$ cat src/swhc_pkg.sv
package swhc_pkg;

  // Bucket queue geometry
  localparam int BUCKET_DEPTH = 512;
  localparam int PTR_W        = $clog2(BUCKET_DEPTH);
  localparam int USED_W       = $clog2(BUCKET_DEPTH + 1);

  // Field widths
  localparam int TIME_W = 32;
  localparam int CNT_W  = 32;
  localparam int WIN_W  = 10;
  localparam int OUT_W  = 40;

  localparam logic [WIN_W-1:0] WINDOW_RESET = WIN_W'(300);
  localparam logic [CNT_W-1:0] SAT_MAX      = '1;

  // Item kinds carried on in_tuser
  localparam logic KIND_HIT   = 1'b0;
  localparam logic KIND_QUERY = 1'b1;

  typedef enum logic [2:0] {
    ST_IDLE  = 3'b001,
    ST_CHECK = 3'b010,
    ST_APPLY = 3'b100
  } swhc_state_t;

  // Controller to datapath
  typedef struct packed {
    logic take;   // latch the accepted item
    logic evict;  // pop the oldest bucket
    logic apply;  // record the hit or post the query result
  } swhc_cmd_t;

  // Datapath to controller
  typedef struct packed {
    logic stale;     // oldest bucket has left the window
    logic is_query;  // latched item is a query
    logic out_free;  // output register can take a result
  } swhc_stat_t;

endpackage

$ cat src/swhc_ctrl.sv
module swhc_ctrl (
  input  logic                 clk,
  input  logic                 rst_n,
  input  logic                 in_tvalid,
  output logic                 in_tready,
  input  swhc_pkg::swhc_stat_t stat,
  output swhc_pkg::swhc_cmd_t  cmd
);
  import swhc_pkg::*;

  swhc_state_t state_r, state_nxt;

  // Sequence one item: take, evict stale buckets, apply
  always_comb begin
    state_nxt = state_r;
    in_tready = 1'b0;
    cmd       = '0;
    unique case (state_r)
      ST_IDLE: begin
        in_tready = 1'b1;
        if (in_tvalid) begin
          cmd.take  = 1'b1;
          state_nxt = ST_CHECK;
        end
      end
      ST_CHECK: begin
        if (stat.stale) begin
          cmd.evict = 1'b1;
        end else begin
          state_nxt = ST_APPLY;
        end
      end
      ST_APPLY: begin
        // hold a query until the output register frees up
        if (!stat.is_query || stat.out_free) begin
          cmd.apply = 1'b1;
          state_nxt = ST_IDLE;
        end
      end
      default: state_nxt = ST_IDLE;
    endcase
  end

  always_ff @(posedge clk) begin
    if (!rst_n) begin
      state_r <= ST_IDLE;
    end else begin
      state_r <= state_nxt;
    end
  end

endmodule

$ cat config.mk
export PLATFORM = sky130hd
export DESIGN_NAME = swhc_ctrl
export DESIGN_NICKNAME = d
export VERILOG_FILES = /design/src/swhc_pkg.sv /design/src/swhc_ctrl.sv
export SDC_FILE = /design/constraint.sdc
export NUM_CORES = 1
export LEC_CHECK = 0
export BUFFER_PORTS_ARGS = -buffer_cell sky130_fd_sc_hd__clkbuf_2
export CORE_AREA = 2 2 39 41
export CTS_BUF_LIST = sky130_fd_sc_hd__clkbuf_8
export DETAILED_ROUTE_END_ITERATION = 10
export DIE_AREA = 0 0 41 43
export HOLD_SLACK_MARGIN = 0.03
export PLACE_DENSITY = 0.32
export RECOVER_POWER = 50
export SLEW_MARGIN = 20
export SYNTH_ARGS = -nofsm -noshare
export SYNTH_HDL_FRONTEND = slang
export SYNTH_SLANG_ARGS = --single-unit
$ cat constraint.sdc
create_clock -name clk -period 1.1 [get_ports clk]
set_input_delay 0.055 -clock clk [delete_from_list [all_inputs] [get_ports clk]]
set_output_delay 0.055 -clock clk [all_outputs]
set_load 0.01 [all_outputs]
==> summary.md, run 1 <==
| Metric | Value |
|---|---|
| IO buf count | 9 |
| Total clock sinks | 3 |
| Worst path arrival time | 1.03 ns |
| Outcome | finished, final reports clean |
| Starting Density | a little over an eighth |
| Largest net degree at the start of global routing | 8 |
| ANT cells | 0 |
| CP delay by family, top | flip-flops |
| #FFs+latches synth | 3 |
| Setup_tns | 0 ns |
| Critical path's largest stage delay | between 0.3 and 0.4 ns |
| Drc violations | 0 |
| Yosys warnings | 0 |
| Fmax | 918 MHz |
| Setup Skew | approximately 0.0013 ns |
| Cells after Synth | 18 |
| Synth top area cells | dfxtp_1 (33%), nor3b_2 (14%), nor4bb_4 (14%), nor3b_1 (8.2%), a221o_1 (5.5%) |
| DP Worst Slack | between 0.05 and 0.06 ns |
| Clk_lat worst skew | approximately 0.21 ns |
| Number of cell rows | 14 |
| Layout cell share with drive strength beyond 1 | 67.6% |
| Largest register FFs | 3 |
| Clock Root Buffer | clkbuf_8 |
| RD Place Congestion | 0.623 |
| Drt first-iter violations | 1 |
| Post-route setup slack | 0.0113 ns |
| Vert. Die Dim | approximately 43 µm |
| Mapped Nets | 24 |
| CTS buffer count | 3 |
| DP Cell Count | 43 |
| Final WL | 414 µm |
| Finished Layout Cells | 50 |
| Post-synthesis sequential area ratio | ~33% |
| Die area | 1760 µm² |
| Mean Syn Cell Area | 10.1 µm² |
| Min-delay worst type | in2reg |
| I/O pin total | 10 |
| Fin. Hold Viols | 0 |
| Routed wire per std cell | 8.28 µm |
| Mapped Area | 183 µm² |
| CP Cell Sequence | nor2b_4 -> o21ai_1 -> nor2_1 -> buf_2 |
| Least-Margin Pin Slew | 0.204 ns |
| Peak VDD IR | approximately 0.00057 V |
| GR Util All Layers | 6.11% |
| Worst path required time | 1.04 ns |
| Startpoint class of the critical path | flop |
| Worst Path Buf+Inv | 1 |
| Clock buffer depth | 2 |
| Minimum clock period | approximately 1.1 ns |
| Max Slew Vio Count | 0 |
| Post-DP HPWL | 347 µm |
| NumNets Final | slightly above 40 |
| Regs by FF count | state_r x3 |
| Max-Cap Viols | 0 |
| Post-synth top area share | between 30% and 40% |
| Die Span X | just over 40 µm |
| R2R depth | 4 |
| CTS tree | yes |
| Leading area contributor after synthesis | dfxtp_1 |
| Min-Delay Path Depth | 4 |
| Top reg by flops | state_r |
| Clock slew at the register clock pins of the worst setup and hold paths | around 0.03 ns |
| RSZ-0062 raised after global routing | yes |
| First-pass GRT wire length | 669 µm |
| Unique masters post-synth | 14 |
| Slew Limit Headroom | between 80% and 90% |
| Fin crit share | 99.0% |
| CTS H-tree lvls | 1 |
| P&R area growth vs syn | 85.6% |
| Slowest CP cell | dfxtp_4 |
| Initial antenna violation count | 0 |
| Vias per cell | 3.76 |
| ANT nets after route | 0 |
| Number of iterations in the first detailed-routing pass | 2 |
| Grt ovf | 0 |
| Core area | roughly 1400 µm² |
| Static Leak | 0.151 nW |
| Vias in the first global route | 173 |
| DR vias | roughly 190 |
| Worst Setup Path Type | reg2out |
| Levels on crit path | 4 |
| Worst setup EP type | output pin |
| Pwr dens | 1460 nW/µm² |
| Max FO, Critical Path | 6 |
| Endpoints failing setup | 0 |
==> worst paths after layout <==
check,from,to,slack (ns)
hold / removal,stat[2],state_r[2],0.21
setup / recovery,state_r[2],cmd[0],0.01
hold reg to reg,state_r[0],state_r[2],0.49
setup reg to reg,state_r[1],state_r[0],0.05
==> cell families (layout without fill, tap and decap cells) <==
| group | Yosys count | after routing | share of synthesized area (%) |
|---|---|---|---|
| AND/OR/NAND/NOR | 10 | 10 | 50.0 |
| AO/OA/AOI/OAI | 4 | 4 | 15.1 |
| flip-flops | 3 | 3 | 32.9 |
| buffers and inverters | 1 | 17 | 2.05 |
==> Yosys cell counts <==
cell type,count
o21ai_1,1
nor4bb_4,1
and3_1,1
o21a_1,1
inv_1,1
nand2_1,1
dfxtp_1,3
nor2b_1,1
nor2_2,1
nor2_1,1
a221o_1,1
a21oi_1,1
nor3b_2,2
nor3b_1,2
==> worst min-delay path, delay by kind of cell <==
family | cells | cell delay (ns)
buffers and inverters | 1 | 0.10
AND/OR/NAND/NOR | 2 | 0.10
AO/OA/AOI/OAI | 1 | 0.12
==> layer usage <==
layer,part of all wire [%],GRT usage [%],wire [µm]
met1,43,7.32,179
met2,43,7.19,180
met3,13,4.71,54
met4,0,4.00,0
met5,0,0,0
==> through the flow <==
step	power [mW]	area (µm²)	hold WS, ns	utilization, %
after floorplan	0.159	183	0.117	-
after global placement	0.184	248	0.262	17.9
after detailed placement	0.183	248	0.246	17.9
after CTS	0.499	318	0.195	23.0
after global routing	0.531	339	0.224	24.5
final	0.494	339	0.210	24.5
==> what timing repair did <==
item                       in CTS  in global routing
cloned                          0                  0
buffers inserted                1                  1
setup endpoints to repair       3                  5
pin swaps                       1                  2
hold endpoints to repair        1                  0
resized for setup               4                  6
hold buffers                    1                  0
==> layout make-up <==
type	instances	area (µm²)
multi-input combinational	14	131
tap	16	20.0
inverter	1	3.75
sequential	3	68.8
fill	151	1040
clock inverter	1	3.75
timing repair buffer	12	70.1
clock buffer	3	41.3
==> cells in the final DEF (no fill, tap or decap) <==
cell / netlist / final
inv_1: 1 / 2
a21oi_1: 1 / 1
nor2_2: 1 / 1
nor3b_2: 2 / 2
nand2_1: 1 / 1
dlygate4sd3_1: 0 / 1
clkbuf_2: 0 / 7
clkbuf_8: 0 / 3
dfxtp_4: 0 / 2
nor3b_1: 2 / 2
nor2b_4: 0 / 1
and3_4: 0 / 1
dfxtp_2: 0 / 1
buf_4: 0 / 2
o21ai_1: 1 / 1
buf_2: 0 / 2
o21a_1: 1 / 1
nor2_1: 1 / 1
nor4bb_4: 1 / 1
a221o_1: 1 / 1
==> power breakdown <==
group	internal, mW	switching [mW]	leakage (nW)	total (mW)
logic	0.0433	0.0247	0.0981	0.0681
registers	0.114	0.0111	0.0258	0.125
clock network	0.237	0.0642	0.0269	0.301
total	0.394	0.100	0.151	0.494
(Power assumes the default switching activity.)
==> run 2: changes to the inputs <==
--- a/config.mk
+++ b/config.mk
@@ -6,12 +6,12 @@
 export NUM_CORES = 1
 export LEC_CHECK = 0
 export BUFFER_PORTS_ARGS = -buffer_cell sky130_fd_sc_hd__clkbuf_2
+export CAP_MARGIN = 0
 export CORE_AREA = 2 2 39 41
 export CTS_BUF_LIST = sky130_fd_sc_hd__clkbuf_8
 export DETAILED_ROUTE_END_ITERATION = 10
 export DIE_AREA = 0 0 41 43
 export HOLD_SLACK_MARGIN = 0.03
-export PLACE_DENSITY = 0.32
 export RECOVER_POWER = 50
 export SLEW_MARGIN = 20
 export SYNTH_ARGS = -nofsm -noshare
==> summary.md, run 2 (synthesis results as in run 1) <==
| Metric | Value |
|---|---|
| Layout cell share with drive strength beyond 1 | 64.7% |
| IO buf count | 9 |
| Drc violations | 0 |
| Largest register FFs | 3 |
| Worst R2R End | state_r[0] |
| Setup Skew | ~0.0021 ns |
| RD Place Congestion | 0.636 |
| Number of iterations in the first detailed-routing pass | 1 |
| First-pass GRT wire length | 855 µm |
| Vias in the first global route | 203 |
| Core area | 1380 µm² |
| Fin crit share | 98.1% |
| Final WL | 480 µm |
| Critical path's largest stage delay | between 0.3 and 0.4 ns |
| Worst Path Buf+Inv | 1 |
| Max-Cap Viols | 0 |
| RSZ-0062 raised after global routing | yes |
| DR vias | between 150 and 200 |
| CTS buffer count | 3 |
| Startpoint class of the critical path | flop |
| Worst setup EP type | output pin |
| P&R area growth vs syn | 87.0% |
| Largest net degree at the start of global routing | 7 |
| CP delay by family, top | flip-flops |
| Minimum clock period | 1.08 ns |
| GR Util All Layers | 8.02% |
| Worst hold start | stat[2] |
| Min-Delay Path Depth | 4 |
| DP Cell Count | 43 |
| Grt ovf | 0 |
| Register-to-Register Setup Slack | 0.04 ns |
| CP Cell Sequence | nor2b_4 -> o21ai_1 -> nor2_1 -> buf_2 |
| Outcome | finished, final reports clean |
| Static Leak | 0.149 nW |
| CTS tree | yes |
| Min-delay worst type | in2reg |
| Total clock sinks | 3 |
| Routed wire per std cell | roughly 9.6 µm |
| Worst path arrival time | 1.02 ns |
| Clock slew at the register clock pins of the worst setup and hold paths | 0.03 ns |
| NumNets Final | 41 |
| Levels on crit path | 4 |
| Pwr dens | roughly 1500 nW/µm² |
| Least-Margin Pin Slew | approximately 0.21 ns |
| R2r startpoint | state_r[1] |
| Initial antenna violation count | 0 |
| Clk_lat worst skew | around 0.22 ns |
| Clock buffer depth | 2 |
| ANT cells | 0 |
| Worst path required time | around 1.0 ns |
| Vert. Die Dim | 43 µm |
| Commonest non-fill, non-tap cell in the layout | clkbuf_2 |
| Worst Setup Path Type | reg2out |
| Slowest CP cell | dfxtp_4 |
| Vias per cell | 3.94 |
| Peak VDD IR | between 0.0007 and 0.0008 V |
| Final hold slack | 0.209 ns |
| R2R depth | 4 |
| Die Span X | slightly above 40 µm |
| Fin. Hold Viols | 0 |
| Starting Density | 13.2% |
| Drt first-iter violations | 0 |
| Regs by FF count | state_r x3 |
| Finished Layout Cells | 50 |
| Die area | 1760 µm² |
| Clock Root Buffer | clkbuf_8 |
| Slew Limit Headroom | a little under nine tenths |
| Filler cell count | 153 |
| ANT nets after route | 0 |
| Fmax | between 900 and 1000 MHz |
| Max Slew Vio Count | 0 |
| Commonest cells after routing, fill and taps aside | clkbuf_2 (7), clkbuf_8 (3) |
| Number of cell rows | 14 |
| CTS H-tree lvls | 1 |
| Max FO, Critical Path | 6 |
| Endpoints failing setup | 0 |
| Hold EP | state_r[2] |
| I/O pin total | 10 |
| Top reg by flops | state_r |
-- run 2: final cells by class --
cell class | count | area [µm²] | area share (%)
flip-flops and latches | 3 | 68.8 | 20.1
inverters | 1 | 3.75 | 1.10
clock buffers | 3 | 41.3 | 12.1
repair buffers | 12 | 66.3 | 19.4
multi-input cells | 14 | 138 | 40.3
clock inverters | 1 | 3.75 | 1.10
well taps | 16 | 20.0 | 5.86
-- run 2: how the worst max path moves through the flow --
stage / slack, ns / end / startpoint
2_1_floorplan: 0.05 / state_r[0] / state_r[2]
3_3_place_gp: 0.04 / state_r[0] / state_r[2]
3_5_place_dp: 0.03 / state_r[0] / state_r[2]
4_1_cts: -0.002 / cmd[0] / state_r[2]
5_1_grt: -0.06 / cmd[0] / state_r[2]
6_report: 0.02 / cmd[0] / state_r[2]
-- run 2: where the power goes --
part	internal [mW]	switching [mW]	leakage [nW]
registers	0.113	0.0103	0.0258
logic	0.0427	0.0284	0.0968
clock network	0.237	0.0723	0.0269
-- run 2: stage by stage --
step / area (µm²) / setup slack (ns) / power, mW / setup TNS (ns) / util, %
floorplan: 183 / 0.0459 / 0.159 / 0 / -
global placement: 248 / 0.0424 / 0.184 / 0 / 17.9
detailed placement: 248 / 0.0344 / 0.184 / 0 / 17.9
CTS: 334 / -0.00178 / 0.517 / -0.00178 / 24.1
global route: 342 / -0.0639 / 0.535 / -0.223 / 24.7
finish: 342 / 0.0214 / 0.505 / 0 / 24.7
-- run 2: timing repair --
action,4_1_cts,5_1_grt
setup buffers,2,0
pin swaps,1,1
setup endpoints to repair,3,6
endpoints found under the hold margin,1,0
resized for setup,7,4
hold buffers,1,0
-- run 2: worst register-to-register path, cell delays in order, from the launching register on --
cell and delay (ns):
dfxtp_4 0.35, nor4bb_4 0.29, clkbuf_1 0.15, a221o_1 0.12
nand2_1 0.05
-- run 2: metal layers --
metal  GRT usage [%]  routed length, µm  up-vias
met2            9.06                214        9
met3            5.76                 57        4
li1                -                  -       99
met1            8.01                182       85
met5               0                  0        -
met4            10.0                 26        0
==> run 3: changes to the inputs <==
--- a/config.mk
+++ b/config.mk
@@ -12,6 +12,7 @@
 export DETAILED_ROUTE_END_ITERATION = 10
 export DIE_AREA = 0 0 41 43
 export HOLD_SLACK_MARGIN = 0.03
+export PLACE_DENSITY_LB_ADDON = 0.12
 export RECOVER_POWER = 50
 export SLEW_MARGIN = 20
 export SYNTH_ARGS = -nofsm -noshare
==> summary.md, run 3 (synthesis results as in run 1) <==
| Metric | Value |
|---|---|
| Outcome | finished, final reports clean |
| R2r startpoint | state_r[2] |
| Vias in the first global route | 203 |
| R2R depth | 4 |
| Vert. Die Dim | approximately 43 µm |
| Register-to-Register Setup Slack | 0.05 ns |
| Final WL | 467 µm |
| Commonest cells after routing, fill and taps aside | clkbuf_2 (7), clkbuf_8 (3) |
| Min-delay worst type | in2reg |
| Grt ovf | 0 |
| Vias per cell | 3.76 |
| Largest net degree at the start of global routing | 8 |
| Regs by FF count | state_r x3 |
| Top reg by flops | state_r |
| Final core utilization | between 20% and 30% |
| Endpoints failing setup | 0 |
| Worst R2R End | state_r[0] |
| Core area | around 1400 µm² |
| Fin. Hold Viols | 0 |
| NumNets Final | 41 |
| Die area | 1760 µm² |
| ANT nets after route | 0 |
| Clk_lat worst skew | 0.22 ns |
| DR vias | 188 |
| CTS buffer count | 3 |
| Clock slew at the register clock pins of the worst setup and hold paths | 0.03 ns |
| RSZ-0062 raised after global routing | yes |
| Drt first-iter violations | 1 |
| Max Slew Vio Count | 0 |
| Worst path arrival time | 1.02 ns |
| Slew Limit Headroom | 86.2% |
| Initial antenna violation count | 0 |
| Least-Margin Pin Slew | roughly 0.21 ns |
| Largest register FFs | 3 |
| Drc violations | 0 |
| P&R area growth vs syn | 84.2% |
| I/O pin total | 10 |
| Clock Root Buffer | clkbuf_8 |
| Routed wire per std cell | 9.34 µm |
| Commonest non-fill, non-tap cell in the layout | clkbuf_2 |
| Pwr dens | 1490 nW/µm² |
| Worst Setup Path Type | reg2out |
| Minimum clock period | 1.08 ns |
| Critical Path Start | state_r[2] |
| Peak VDD IR | 0.000643 V |
| Number of cell rows | 14 |
| ANT cells | 0 |
| Max FO, Critical Path | 5 |
| CTS H-tree lvls | 1 |
| Fin area | between 300 and 400 µm² |
| Worst path required time | 1.04 ns |
| Startpoint class of the critical path | flop |
| Static Leak | 0.152 nW |
| Cell Area, Placed | 248 µm² |
| Fin crit share | 98.1% |
| Die Span X | roughly 41 µm |
| CTS tree | yes |
| Total clock sinks | 3 |
| Number of iterations in the first detailed-routing pass | 2 |
| Fmax | 926 MHz |
| First-pass GRT wire length | around 800 µm |
| GR Util All Layers | 7.22% |
| IO buf count | 9 |
| Layout cell share with drive strength beyond 1 | 67.6% |
| Setup Skew | 0.00353 ns |
| RD Place Congestion | ~0.62 |
| Crit path to | cmd[2] |
| Worst setup EP type | output pin |
| Clock buffer depth | 2 |
| Max-Cap Viols | 0 |
| Starting Density | 13.2% |
-- run 3: critical path: stages (launching register included) --
cell	delay, ns
dfxtp_4	0.35
nor4bb_4	0.28
buf_2	0.17
-- run 3: through the flow --
| stage | hold slack (ns) | total power [mW] | cells | setup slack (ns) | TNS (ns) |
|---|---|---|---|---|---|
| final | 0.190 | 0.503 | 50 | 0.0205 | 0 |
| after detailed placement | 0.238 | 0.184 | 43 | 0.0287 | 0 |
| after global placement | 0.240 | 0.185 | 43 | 0.0122 | 0 |
| after floorplan | 0.117 | 0.159 | 18 | 0.0459 | 0 |
| after global routing | 0.217 | 0.535 | 50 | -0.0546 | -0.168 |
| after CTS | 0.183 | 0.516 | 49 | -0.0217 | -0.0217 |
-- run 3: worst min path at each step --
stage,endpoint,start,depth (start not counted)
floorplan,state_r[0],rst_n,1
global placement,state_r[0],rst_n,2
detailed placement,state_r[0],rst_n,2
CTS,state_r[2],stat[2],4
global route,state_r[2],stat[2],4
finish,state_r[2],stat[2],4
-- run 3: routing by layer --
metal | up-vias | GRT usage [%] | part of all wire [%]
li1 | 97 | - | -
met1 | 87 | 7.05 | 38
met2 | 4 | 10.0 | 55
met3 | 0 | 3.14 | 6.2
met4 | 0 | 8.00 | 0
met5 | - | 0 | 0
-- run 3: what timing repair did --
action                                  CTS  global route
resized for setup                         6             3
endpoints found under the hold margin     1             0
pin swaps                                 1             2
gates cloned                              0             0
hold buffers                              1             0
endpoints found under the setup margin    3             4
setup buffers                             1             1
-- run 3: area by class of cell --
| class | instances | area [µm²] |
|---|---|---|
| clock buffer | 3 | 41.3 |
| clock inverter | 1 | 3.75 |
| fill | 150 | 1050 |
| inverter | 1 | 3.75 |
| multi-input combinational | 14 | 131 |
| sequential | 3 | 66.3 |
| tap | 16 | 20.0 |
| timing repair buffer | 12 | 70.1 |
-- run 3: where the power goes --
group	switching [mW]	internal [mW]	total [mW]
combinational	0.0245	0.0403	0.0648
sequential	0.0118	0.114	0.126
clock	0.0739	0.238	0.312
total	0.110	0.392	0.503
